===== src/hdl/iee_pkg.sv =====
`default_nettype none

package iee_pkg;

  // Width of the internal accumulators; all arithmetic wraps at this width.
  localparam int VALUE_BITS = 32;
  // Width of the step counter of the iterative multiply/divide unit.
  localparam int CNT_BITS = $clog2(VALUE_BITS);
  // Width of the result value on the output stream.
  localparam int OUT_BITS = 32;
  // Width of one character code.
  localparam int CHAR_BITS = 8;

  // Character codes the evaluator reacts to.
  localparam logic [CHAR_BITS-1:0] CH_ZERO  = 8'h30;
  localparam logic [CHAR_BITS-1:0] CH_NINE  = 8'h39;
  localparam logic [CHAR_BITS-1:0] CH_PLUS  = 8'h2B;
  localparam logic [CHAR_BITS-1:0] CH_MINUS = 8'h2D;
  localparam logic [CHAR_BITS-1:0] CH_STAR  = 8'h2A;
  localparam logic [CHAR_BITS-1:0] CH_SLASH = 8'h2F;

  // Pending multiplicative operator of the current summand.
  typedef enum logic [1:0] {
    MUL_NONE = 2'd0,
    MUL_MUL  = 2'd1,
    MUL_DIV  = 2'd2
  } mul_op_t;

  // Commands from the sequencer to the datapath.
  typedef struct packed {
    logic latch;       // take the input beat
    logic digit;       // append a digit to the operand
    logic unit_start;  // start a multiply or divide of product by operand
    logic fold_copy;   // product takes the operand (no pending operator)
    logic fold_take;   // product takes the multiply/divide result
    logic set_mul;     // record the multiplicative operator of the character
    logic fold_prod;   // add or subtract the product into the sum
    logic set_add;     // record the additive operator of the character
    logic finish;      // load the output register and clear the term
  } ctrl_cmd_t;

  // Status from the datapath to the sequencer.
  typedef struct packed {
    logic is_digit;
    logic is_muldiv;
    logic is_addsub;
    logic last;
    logic mul_pending;
    logic unit_done;
    logic out_free;
  } ctrl_sts_t;

endpackage

`default_nettype wire


===== src/hdl/iee_muldiv.sv =====
`default_nettype none

module iee_muldiv
  import iee_pkg::*;
(
  input  wire logic                  clk,
  input  wire logic                  rst,
  input  wire logic                  start,
  input  wire mul_op_t               op,
  input  wire logic [VALUE_BITS-1:0] a,
  input  wire logic [VALUE_BITS-1:0] b,
  output logic                       done,
  output logic [VALUE_BITS-1:0]      result,
  output logic                       div_zero
);

  logic                  busy;
  logic                  fix;
  logic                  is_div;
  logic                  neg_q;
  logic [CNT_BITS-1:0]   cnt;
  logic [VALUE_BITS-1:0] acc;
  logic [VALUE_BITS-1:0] opa;
  logic [VALUE_BITS-1:0] opb;
  logic [VALUE_BITS-1:0] rem;

  logic [VALUE_BITS-1:0] abs_a;
  logic [VALUE_BITS-1:0] abs_b;
  logic [VALUE_BITS-1:0] rem_sh;
  logic [VALUE_BITS:0]   diff;

  // Magnitudes of the operands; the most negative value maps onto itself,
  // which is its correct unsigned magnitude.
  assign abs_a = a[VALUE_BITS-1] ? (~a + 1'b1) : a;
  assign abs_b = b[VALUE_BITS-1] ? (~b + 1'b1) : b;

  // One restoring division step. The remainder stays below the divisor,
  // which is at most half the range, so its top bit is always zero.
  assign rem_sh = {rem[VALUE_BITS-2:0], opa[VALUE_BITS-1]};
  assign diff   = {1'b0, rem_sh} - {1'b0, opb};

  // Shift-add multiply or restoring divide, one bit per cycle, then a step to
  // fix the sign of the quotient; a division by zero returns zero, flagged.
  always_ff @(posedge clk) begin
    if (rst) begin
      busy <= 1'b0;
      fix  <= 1'b0;
      done <= 1'b0;
    end else begin
      done <= 1'b0;
      if (start) begin
        if (op == MUL_DIV && b == '0) begin
          done     <= 1'b1;
          result   <= '0;
          div_zero <= 1'b1;
        end else begin
          busy     <= 1'b1;
          cnt      <= '0;
          is_div   <= (op == MUL_DIV);
          neg_q    <= a[VALUE_BITS-1] ^ b[VALUE_BITS-1];
          acc      <= '0;
          rem      <= '0;
          div_zero <= 1'b0;
          if (op == MUL_DIV) begin
            opa <= abs_a;
            opb <= abs_b;
          end else begin
            opa <= a;
            opb <= b;
          end
        end
      end else if (busy) begin
        if (is_div) begin
          rem <= diff[VALUE_BITS] ? rem_sh : diff[VALUE_BITS-1:0];
          opa <= {opa[VALUE_BITS-2:0], ~diff[VALUE_BITS]};
        end else begin
          if (opb[0]) begin
            acc <= acc + opa;
          end
          opa <= opa << 1;
          opb <= opb >> 1;
        end
        cnt <= cnt + 1'b1;
        if (cnt == CNT_BITS'(VALUE_BITS - 1)) begin
          busy <= 1'b0;
          fix  <= 1'b1;
        end
      end else if (fix) begin
        fix  <= 1'b0;
        done <= 1'b1;
        if (is_div) begin
          result <= neg_q ? (~opa + 1'b1) : opa;
        end else begin
          result <= acc;
        end
      end
    end
  end

endmodule

`default_nettype wire


===== src/hdl/iee_datapath.sv =====
`default_nettype none

module iee_datapath
  import iee_pkg::*;
(
  input  wire logic                 clk,
  input  wire logic                 rst,
  input  wire ctrl_cmd_t            cmd,
  output ctrl_sts_t                 sts,
  input  wire logic [CHAR_BITS-1:0] s_tdata,
  input  wire logic                 s_tlast,
  input  wire logic                 m_tready,
  output logic                      m_tvalid,
  output logic [OUT_BITS-1:0]       m_tdata,
  output logic                      m_tuser
);

  logic [CHAR_BITS-1:0]         char_reg;
  logic                         last_reg;
  logic [VALUE_BITS-1:0]        number;
  logic [VALUE_BITS-1:0]        product;
  logic signed [VALUE_BITS-1:0] sum;
  logic                         add_op;
  mul_op_t                      mul_op;
  logic                         err;
  logic                         out_valid;
  logic [OUT_BITS-1:0]          out_value;
  logic                         out_dz;

  logic                  is_digit;
  logic [3:0]            digit_val;
  logic [VALUE_BITS-1:0] number_next;
  logic                  unit_done;
  logic [VALUE_BITS-1:0] unit_result;
  logic                  unit_dz;

  // Classify the held character.
  always_comb begin
    is_digit  = char_reg inside {[CH_ZERO:CH_NINE]};
    digit_val = 4'(char_reg - CH_ZERO);
  end

  // Operand times ten plus the new digit, as two shifted adds.
  assign number_next = (number << 3) + (number << 1) + VALUE_BITS'(digit_val);

  iee_muldiv u_muldiv (
    .clk      (clk),
    .rst      (rst),
    .start    (cmd.unit_start),
    .op       (mul_op),
    .a        (product),
    .b        (number),
    .done     (unit_done),
    .result   (unit_result),
    .div_zero (unit_dz)
  );

  // Status back to the sequencer.
  always_comb begin
    sts.is_digit    = is_digit;
    sts.is_muldiv   = (char_reg == CH_STAR) || (char_reg == CH_SLASH);
    sts.is_addsub   = (char_reg == CH_PLUS) || (char_reg == CH_MINUS);
    sts.last        = last_reg;
    sts.mul_pending = (mul_op != MUL_NONE);
    sts.unit_done   = unit_done;
    sts.out_free    = !out_valid || m_tready;
  end

  // Input beat capture.
  always_ff @(posedge clk) begin
    if (cmd.latch) begin
      char_reg <= s_tdata;
      last_reg <= s_tlast;
    end
  end

  // Term accumulators.
  always_ff @(posedge clk) begin
    if (rst || cmd.finish) begin
      number  <= '0;
      product <= '0;
      sum     <= '0;
      add_op  <= 1'b0;
      mul_op  <= MUL_NONE;
      err     <= 1'b0;
    end else begin
      if (cmd.digit) begin
        number <= number_next;
      end
      if (cmd.fold_copy) begin
        product <= number;
        number  <= '0;
      end
      if (cmd.fold_take) begin
        product <= unit_result;
        number  <= '0;
        err     <= err | unit_dz;
      end
      if (cmd.set_mul) begin
        mul_op <= (char_reg == CH_STAR) ? MUL_MUL : MUL_DIV;
      end
      if (cmd.fold_prod) begin
        sum     <= add_op ? (sum - product) : (sum + product);
        product <= '0;
        mul_op  <= MUL_NONE;
      end
      if (cmd.set_add) begin
        add_op <= (char_reg == CH_MINUS);
      end
    end
  end

  // Output register; the value is sign-extended from the accumulator width.
  always_ff @(posedge clk) begin
    if (rst) begin
      out_valid <= 1'b0;
    end else if (cmd.finish) begin
      out_valid <= 1'b1;
    end else if (m_tready) begin
      out_valid <= 1'b0;
    end
  end

  always_ff @(posedge clk) begin
    if (cmd.finish) begin
      out_value <= OUT_BITS'(sum);
      out_dz    <= err;
    end
  end

  assign m_tvalid = out_valid;
  assign m_tdata  = out_value;
  assign m_tuser  = out_dz;

endmodule

`default_nettype wire


===== src/hdl/iee_ctrl.sv =====
`default_nettype none

module iee_ctrl
  import iee_pkg::*;
(
  input  wire logic      clk,
  input  wire logic      rst,
  input  wire logic      s_tvalid,
  output logic           s_tready,
  input  wire ctrl_sts_t sts,
  output ctrl_cmd_t      cmd
);

  typedef enum logic [8:0] {
    ST_IDLE   = 9'b000000001,
    ST_DECODE = 9'b000000010,
    ST_FOLD1  = 9'b000000100,
    ST_WAIT1  = 9'b000001000,
    ST_PROD1  = 9'b000010000,
    ST_FOLD2  = 9'b000100000,
    ST_WAIT2  = 9'b001000000,
    ST_PROD2  = 9'b010000000,
    ST_FINISH = 9'b100000000
  } state_t;

  state_t state;
  state_t state_next;
  state_t after_fold1;

  // Where to go once the operand of an operator character is folded.
  always_comb begin
    if (sts.is_muldiv) begin
      after_fold1 = sts.last ? ST_FOLD2 : ST_IDLE;
    end else begin
      after_fold1 = ST_PROD1;
    end
  end

  // Sequencer: operator characters fold the operand (and for + or - the
  // product); the end of a term folds both once more and emits the sum.
  always_comb begin
    cmd        = '0;
    state_next = state;
    s_tready   = 1'b0;
    case (state)
      ST_IDLE: begin
        s_tready  = 1'b1;
        cmd.latch = s_tvalid;
        if (s_tvalid) begin
          state_next = ST_DECODE;
        end
      end
      ST_DECODE: begin
        cmd.digit = sts.is_digit;
        if (sts.is_muldiv || sts.is_addsub) begin
          state_next = ST_FOLD1;
        end else if (sts.last) begin
          state_next = ST_FOLD2;
        end else begin
          state_next = ST_IDLE;
        end
      end
      ST_FOLD1: begin
        if (sts.mul_pending) begin
          cmd.unit_start = 1'b1;
          state_next     = ST_WAIT1;
        end else begin
          cmd.fold_copy = 1'b1;
          cmd.set_mul   = sts.is_muldiv;
          state_next    = after_fold1;
        end
      end
      ST_WAIT1: begin
        if (sts.unit_done) begin
          cmd.fold_take = 1'b1;
          cmd.set_mul   = sts.is_muldiv;
          state_next    = after_fold1;
        end
      end
      ST_PROD1: begin
        cmd.fold_prod = 1'b1;
        cmd.set_add   = 1'b1;
        state_next    = sts.last ? ST_FOLD2 : ST_IDLE;
      end
      ST_FOLD2: begin
        if (sts.mul_pending) begin
          cmd.unit_start = 1'b1;
          state_next     = ST_WAIT2;
        end else begin
          cmd.fold_copy = 1'b1;
          state_next    = ST_PROD2;
        end
      end
      ST_WAIT2: begin
        if (sts.unit_done) begin
          cmd.fold_take = 1'b1;
          state_next    = ST_PROD2;
        end
      end
      ST_PROD2: begin
        cmd.fold_prod = 1'b1;
        state_next    = ST_FINISH;
      end
      ST_FINISH: begin
        if (sts.out_free) begin
          cmd.finish = 1'b1;
          state_next = ST_IDLE;
        end
      end
      default: begin
        state_next = ST_IDLE;
      end
    endcase
  end

  always_ff @(posedge clk) begin
    if (rst) begin
      state <= ST_IDLE;
    end else begin
      state <= state_next;
    end
  end

endmodule

`default_nettype wire


===== src/hdl/integer_expression_evaluator_core.sv =====
`default_nettype none

// Infix integer expression evaluator: takes a term one ASCII character per
// input beat and, after the beat marked with tlast, delivers one beat with
// the 32-bit signed value of the term and a division-by-zero flag. Digits
// build unsigned operands, * and / bind before + and -, all operators are
// left-associative, and arithmetic wraps at 32 bits; other characters are
// ignored. One character is worked on at a time. An operator that closes a
// pending multiply or divide waits on the shared shift-add/restoring-divide
// unit, which resolves one bit per cycle (32 steps, then a step that fixes
// the sign and hands back the result; a division by zero is handed back
// without the steps). The end of a term adds one more fold and a load of
// the output register. That load waits while the previous result is still
// unread; the register then holds the result while the next character is
// already accepted.
module integer_expression_evaluator_core
  import iee_pkg::*;
(
  input  wire logic                 clk,
  input  wire logic                 rst,
  input  wire logic                 s_tvalid,
  output logic                      s_tready,
  input  wire logic [CHAR_BITS-1:0] s_tdata,   // char_code[7:0]
  input  wire logic                 s_tlast,   // end_of_term
  output logic                      m_tvalid,
  input  wire logic                 m_tready,
  output logic [OUT_BITS-1:0]       m_tdata,   // value[31:0]
  output logic                      m_tuser    // div_by_zero
);

  ctrl_cmd_t cmd;
  ctrl_sts_t sts;

  iee_ctrl u_ctrl (
    .clk      (clk),
    .rst      (rst),
    .s_tvalid (s_tvalid),
    .s_tready (s_tready),
    .sts      (sts),
    .cmd      (cmd)
  );

  iee_datapath u_datapath (
    .clk      (clk),
    .rst      (rst),
    .cmd      (cmd),
    .sts      (sts),
    .s_tdata  (s_tdata),
    .s_tlast  (s_tlast),
    .m_tready (m_tready),
    .m_tvalid (m_tvalid),
    .m_tdata  (m_tdata),
    .m_tuser  (m_tuser)
  );

endmodule

`default_nettype wire


===== config.mk =====
export PLATFORM = sky130hd
export DESIGN_NAME = integer_expression_evaluator_core
export DESIGN_NICKNAME = d
export VERILOG_FILES = /design/src/hdl/iee_pkg.sv /design/src/hdl/iee_muldiv.sv /design/src/hdl/iee_datapath.sv /design/src/hdl/iee_ctrl.sv /design/src/hdl/integer_expression_evaluator_core.sv
export SDC_FILE = /design/constraint.sdc
export NUM_CORES = 1
export LEC_CHECK = 0
export BUFFER_PORTS_ARGS = -buffer_cell sky130_fd_sc_hd__buf_2
export CAP_MARGIN = 40
export CORE_MARGIN = 2
export CORE_UTILIZATION = 40
export CTS_BUF_LIST = sky130_fd_sc_hd__clkbuf_8 sky130_fd_sc_hd__clkbuf_16
export CTS_CLUSTER_DIAMETER = 40
export DETAILED_ROUTE_END_ITERATION = 8
export PLACE_DENSITY = 0.64
export SETUP_SLACK_MARGIN = 0.3
export SLEW_MARGIN = 25
export SYNTH_ARGS = -nofsm -noshare
export SYNTH_HDL_FRONTEND = slang
export SYNTH_SLANG_ARGS = --single-unit

===== constraint.sdc =====
create_clock -name clk -period 6.5 [get_ports clk]
set_input_delay 0.325 -clock clk [delete_from_list [all_inputs] [get_ports clk]]
set_output_delay 0.325 -clock clk [all_outputs]
set_load 0.1 [all_outputs]

# ---- After elaboration in Yosys (flattened, before gate mapping)
# Cells that the tools add are included.
dict set report classes {
  addsub 11
  n_lt_le_gt_ge 2
  n_eq_ne 24
  muxes 71
  n_bitwise 9
  n_reduce_logical 29
}
# op n
set ops {}
lappend ops {{32-bit 2-to-1 mux} 25}
lappend ops {{31-bit 2-to-1 mux} 4}
lappend ops {{32-bit by 1-bit adder with 32-bit output (second input constant)} 3}
lappend ops {{32-bit adder} 3}
lappend ops {{32-bit NOT} 3}
lappend ops {{9-bit one-hot mux with 9 select lines} 1}
lappend ops {{9-bit 2-to-1 mux} 7}
lappend ops {{32-bit by 32-bit subtractor with 33-bit output} 1}
lappend ops {{32-bit by 4-bit adder with 32-bit output} 1}
lappend ops {{8-bit by 6-bit == test with 1-bit output (second input constant)} 4}
lappend ops {{32-bit logical NOT} 1}
lappend ops {{32-bit subtractor} 1}
lappend ops {{1-bit 2-to-1 mux} 24}
lappend ops {{4-bit AND reduction} 4}
lappend ops {{5-bit 2-to-1 mux} 3}
lappend ops {{2-bit nonzero test} 7}
lappend ops {{2-bit != test (second input constant)} 5}
lappend ops {{9-bit by 1-bit == test with 1-bit output (second input constant)} 1}
lappend ops {{9-bit by 2-bit == test with 1-bit output (second input constant)} 1}
lappend ops {{9-bit by 3-bit == test with 1-bit output (second input constant)} 1}
lappend ops {{9-bit by 4-bit == test with 1-bit output (second input constant)} 1}
lappend ops {{9-bit by 5-bit == test with 1-bit output (second input constant)} 1}
lappend ops {{9-bit by 6-bit == test with 1-bit output (second input constant)} 1}
lappend ops {{9-bit by 7-bit == test with 1-bit output (second input constant)} 1}
lappend ops {{other kinds (24)} 42}
dict set report totals {
  register_bits 322
  out_inout_bits 35
}

# ---- Logic depth before layout (Yosys ltp)
dict set report depth {
  depth_word 7
  depth_mapped 18
  depth_no_buf 18
}

# ---- Modules after synthesis
# From an unflattened synthesis, not the netlist that was laid out.
dict set report hier_totals {
  hier_cells 2433
  hier_area_um2 21993.6
}
# module n_inst cells_per_inst area_each_um2 seq_area_each_um2
set modules_own_cells {}
lappend modules_own_cells {iee_muldiv 1 1276 11886.4 5074.9}
lappend modules_own_cells {iee_datapath 1 1061 9405.3 3283.1}
lappend modules_own_cells {iee_ctrl 1 96 701.9 180.2}

# ---- Worst setup path before layout
# No wires, ideal clock.
dict set report synth_path {
  path_type {register to register}
  from {register u_datapath.number[0]}
  to {register u_datapath.u_muldiv.cnt[0], enable pin}
  setup_ns 0.488
  arrival_ns 4.292
  path_slack_ns 1.720
  stages_incl_launch_ff 9
  cell_sequence {dfxtp_1 inv_1 ha_1 nand2_1 nor4_2 and3_1 nand2_1 and4bb_2 a211oi_1}
}
dict set report synth_between {
  elab_chain_len 4
}
# element line_no
set synth_rtl {}
lappend synth_rtl {{from (decl)} iee_datapath.sv:20} ;# logic [VALUE_BITS-1:0] number;
lappend synth_rtl {{from (signal assigned)} iee_datapath.sv:88} ;# number <= number_next;
lappend synth_rtl {{32-bit logical NOT} iee_muldiv.sv:52} ;# if (op == MUL_DIV && b == '0) begin
lappend synth_rtl {{1-bit logical AND} iee_muldiv.sv:52}
lappend synth_rtl {{2-bit != test (no line)} -}
lappend synth_rtl {{3-bit AND reduction (no line)} -}
lappend synth_rtl {{to (signal assigned)} iee_muldiv.sv:83} ;# cnt <= cnt + 1'b1;
lappend synth_rtl {{to (decl)} iee_muldiv.sv:21} ;# logic [CNT_BITS-1:0] cnt;
# No other way between the ends.
# A chain may end at the register's enable or synchronous reset.

# ---- Final worst setup path
dict set report layout_path {
  from {register u_datapath.product[0]}
  to {register u_datapath.sum[31]}
}
dict set report layout_between {
  elab_chain_len 2
  word_cells_on_any_way 3
  classes_between {2 x add/sub; 1 x mux}
}
# element line_no
set layout_rtl {}
lappend layout_rtl {{from (decl)} iee_datapath.sv:21} ;# logic [VALUE_BITS-1:0] product;
lappend layout_rtl {{from (signal assigned)} iee_datapath.sv:91} ;# product <= number;
lappend layout_rtl {{from (signal assigned)} iee_datapath.sv:95} ;# product <= unit_result;
lappend layout_rtl {{32-bit adder or 32-bit subtractor (tied branches)} iee_datapath.sv:103} ;# sum <= add_op ? (sum - product) : (sum + product);
lappend layout_rtl {{32-bit 2-to-1 mux (*)} iee_datapath.sv:103}
lappend layout_rtl {{to (signal assigned)} iee_datapath.sv:103}
lappend layout_rtl {{to (decl)} iee_datapath.sv:22} ;# logic signed [VALUE_BITS-1:0] sum;
# Every way passes the cells marked *; elsewhere a longest branch is shown, timed or not.

==> flow_metrics.tcl <==
set metrics [dict create \
    syn_avg_cell_area_um2 9.00 \
    number_of_antenna_violations_at_the_first_check_in_global_routing 0 \
    worstRegToRegCells 18 \
    cell_with_the_largest_stage_delay_on_the_worst_path "or4b_1" \
    antenna_cells 0 \
    reg2reg_to "u_datapath.sum[31]" \
    cts-buffers-inserted 58 \
    timing_max_transition_violations_final 0 \
    ff_latch_area_mm2 0.00854 \
    ctsHtreeMaxLevel 2 \
    initial_core_util 0.406 \
    vias 18300 \
    floorplan.die.height_um 238 \
    worstSetupEndpointType "register" \
    power_leakage_nw 10.1 \
    count_of_instances_resized_after_the_clock_tree_is_built 0 \
    route.antenna.remaining_nets 0 \
    grt_pass1_wl_um 94100 \
    firstDrtPassIters 7 \
    cp_slowest_stage_delay_ps 540 \
    worst-path-max-fanout 9 \
    grt_overflow 0 \
    timing.rr.start "u_datapath.product[0]" \
    routed_wirelength_um 58400 \
    setup.worst_path.class "register to register" \
    worst_margin_slew_ps 814 \
    synth_top_area_cell "edfxtp_1" \
    post-cts-setup-buffers 0 \
    postSynth.topFlopCell "edfxtp_1" \
    post_drt_wl_per_cell_um 18.2 \
    yosys_warnings 0 \
    cts_tree "done" \
    synth_enable_flop_cells 209 \
    placeableCoreArea_mm2 0.0540 \
    synthesis.nets 2613 \
    post-dp-hpwl_um 43000 \
    drive_gt1_frac 0.0870 \
    timing.max_cap.violations 0 \
    nFillCells 5094 \
    clock-sinks 322 \
    nNetsFinal 2634 \
    vdd.ir_drop.worst_mv 0.231 \
    fp-row-count 85 \
    final.setup_skew_ps 34.4 \
    die_x_um 238 \
    floorplan.die_area_mm2 0.0567 \
    finalSetupTns_ps 0 \
    clk_pin_slew_ps 50 \
    cp_cell_sequence "inv_1, ha_1, or4b_1, nor2_2, nand3_1, nor3_1, nand2b_1, o21bai_1, xor2_1, ha_1, inv_1, nor2_1, o41ai_1, a21boi_0, o211a_1, o21ai_1, mux2i_1, mux2i_1" \
    netlist_top_cells_area "edfxtp_1 (29%), dfxtp_1 (10%), ha_1 (9.0%)" \
    first_global_vias 17800 \
    fin_crit_sh 0.697 \
    grt_max_degree 83 \
    setup_viol 0 \
    cp_num_cells 18 \
    post_synth_most_frequent_cells "nor2_1 (260), nand2_1 (246), edfxtp_1 (209)" \
    arrival_ps 5060 \
    synth_top_cell_area_share 0.286 \
    syn_area_mm2 0.0219 \
    crit_path_start_kind "register" \
    path_buf_inv 2 \
    boundaryPins 48 \
    critPathRequiredTime_ps 7030 \
    track_usage 0.203 \
    port-buffer-count 47 \
    area_growth_pct 13.8 \
    critical_path.top_delay_family "simple AND/OR/NAND/NOR gates" \
    pwr_density_cell_mw_per_mm2 212 \
    multiInputGateArea_mm2 0.0127 \
    totalPowerFinal_w 0.00530 \
    cts-root-buf "clkbuf_16" \
    synth_cell_types 82 \
    timing.final.crit_period_ps 4530 \
    gp_congestion 0.922 \
    startpoint "u_datapath.product[0]" \
    cts-hold-fix-buffers 9 \
    max_slew_margin 0.453 \
    clock_tree.buffer_depth 3 \
    reg2reg_slack_ps 1970 \
    max_clock_freq_mhz 221 \
    cp-endpoint "u_datapath.sum[31]" \
    post-synth-top-count-cell "nor2_1" \
    drt_drc_violations_left 0 \
    drt_iter0_drc 1278 \
    detail_route.vias_per_cell 5.71 \
    portion_of_the_post_synthesis_area_used_by_sequential_elements 0.389 \
    synth.ff_latch_count 322 \
    grt_setup_unrepaired "no" \
    path_class_of_the_lowest_slack_min_delay_path "input pin to register" \
    final_hold_fails 0 \
    status "finished clean" \
    clock_latency_on_the_worst_skew_pair_ps 630 \
    synth_cells 2437 \
    async_flop_share 0 \
]
routing by layer:
layer,vias up,global-route usage,routed length [um],share of wire
met1,8819,0.265,26600,0.45
met4,0,0.0610,1390,0.024
met2,441,0.348,28000,0.48
li1,8928,-,-,-
met5,-,0,0,0
met3,107,0.0302,2440,0.042
logic make-up after synthesis:
| family | Yosys count | share of synthesized area |
|---|---|---|
| multiplexers | 75 | 0.0343 |
| buffers and inverters | 204 | 0.0367 |
| AND/OR/NAND/NOR | 803 | 0.172 |
| XOR/XNOR | 211 | 0.0846 |
| adder cells (fa/ha/maj) | 163 | 0.0947 |
| AO/OA/AOI/OAI | 659 | 0.188 |
| flip-flops | 322 | 0.389 |
layout by cell type, fill, tap and decap left out, drive strengths merged, types with 7 or more instances in the layout:
master and n:
a21oi 191, o21ai 161, mux2i 73, inv 106, clkbuf 58, nor2 261
a211oi 81, a31oi 28, xor2 82, o31ai 21, dfxtp 113, or3 25
or2 10, buf 71, o21bai 14, nor4 20, nand4 18, xnor2 129
nand2 246, and3 23, clkinv 18, ha 158, nor3b 14, nand2b 20
nor2b 14, or4 11, o211ai 7, o41ai 13, clkinvlp 7, o21a 27
dlygate4sd3 9, and2 17, nand3 52, nor3 50, a21o 62, edfxtp 209
power by group:
group	total, W	switching [W]	internal [W]
Clock	0.00307	0.00119	0.00188
Sequential	0.00217	0.00000619	0.00216
Combinational	0.0000652	0.0000456	0.0000196
area by class of cell:
cell class	instances	share of cell area
Clock buffer	58	0.0582
Tap cell	696	0.0349
Sequential cell	322	0.342
Inverter	85	0.0128
Clock inverter	51	0.0213
Timing Repair Buffer	80	0.0226
Multi-Input combinational cell	1911	0.508
tightest hold or removal path: cells and delay by family:
family                 cells  cell delay [ps]
AO/OA/AOI/OAI              1              100
buffers and inverters      1               80
AND/OR/NAND/NOR            1              170
through the flow:
| stage | hold slack (ps) | cells | setup WS [ps] | utilization | instance area [um2] |
|---|---|---|---|---|---|
| 2_1_floorplan | 409 | 2437 | 1720 | - | 21900 |
| 3_3_place_gp | 457 | 3080 | 2080 | 0.422 | 22800 |
| 3_5_place_dp | 459 | 3084 | 2020 | 0.423 | 22900 |
| 4_1_cts | 100 | 3202 | 1950 | 0.462 | 24900 |
| 5_1_grt | 145 | 3203 | 1550 | 0.462 | 25000 |
| 6_report | 117 | 3203 | 1970 | 0.462 | 25000 |
worst min-delay path by stage:
stage / cells after the start / slack [ps] / from / end
3_5_place_dp: 0 / 460 / u_datapath.sum[2] / u_datapath.m_tdata[2]
4_1_cts: 3 / 100 / m_tready / u_datapath.m_tvalid
3_3_place_gp: 0 / 460 / u_datapath.sum[2] / u_datapath.m_tdata[2]
2_1_floorplan: 0 / 410 / u_datapath.err / u_datapath.m_tuser
5_1_grt: 3 / 150 / m_tready / u_datapath.m_tvalid
6_report: 3 / 120 / m_tready / u_datapath.m_tvalid
No activity file was read; power rests on OpenSTA's default activity.
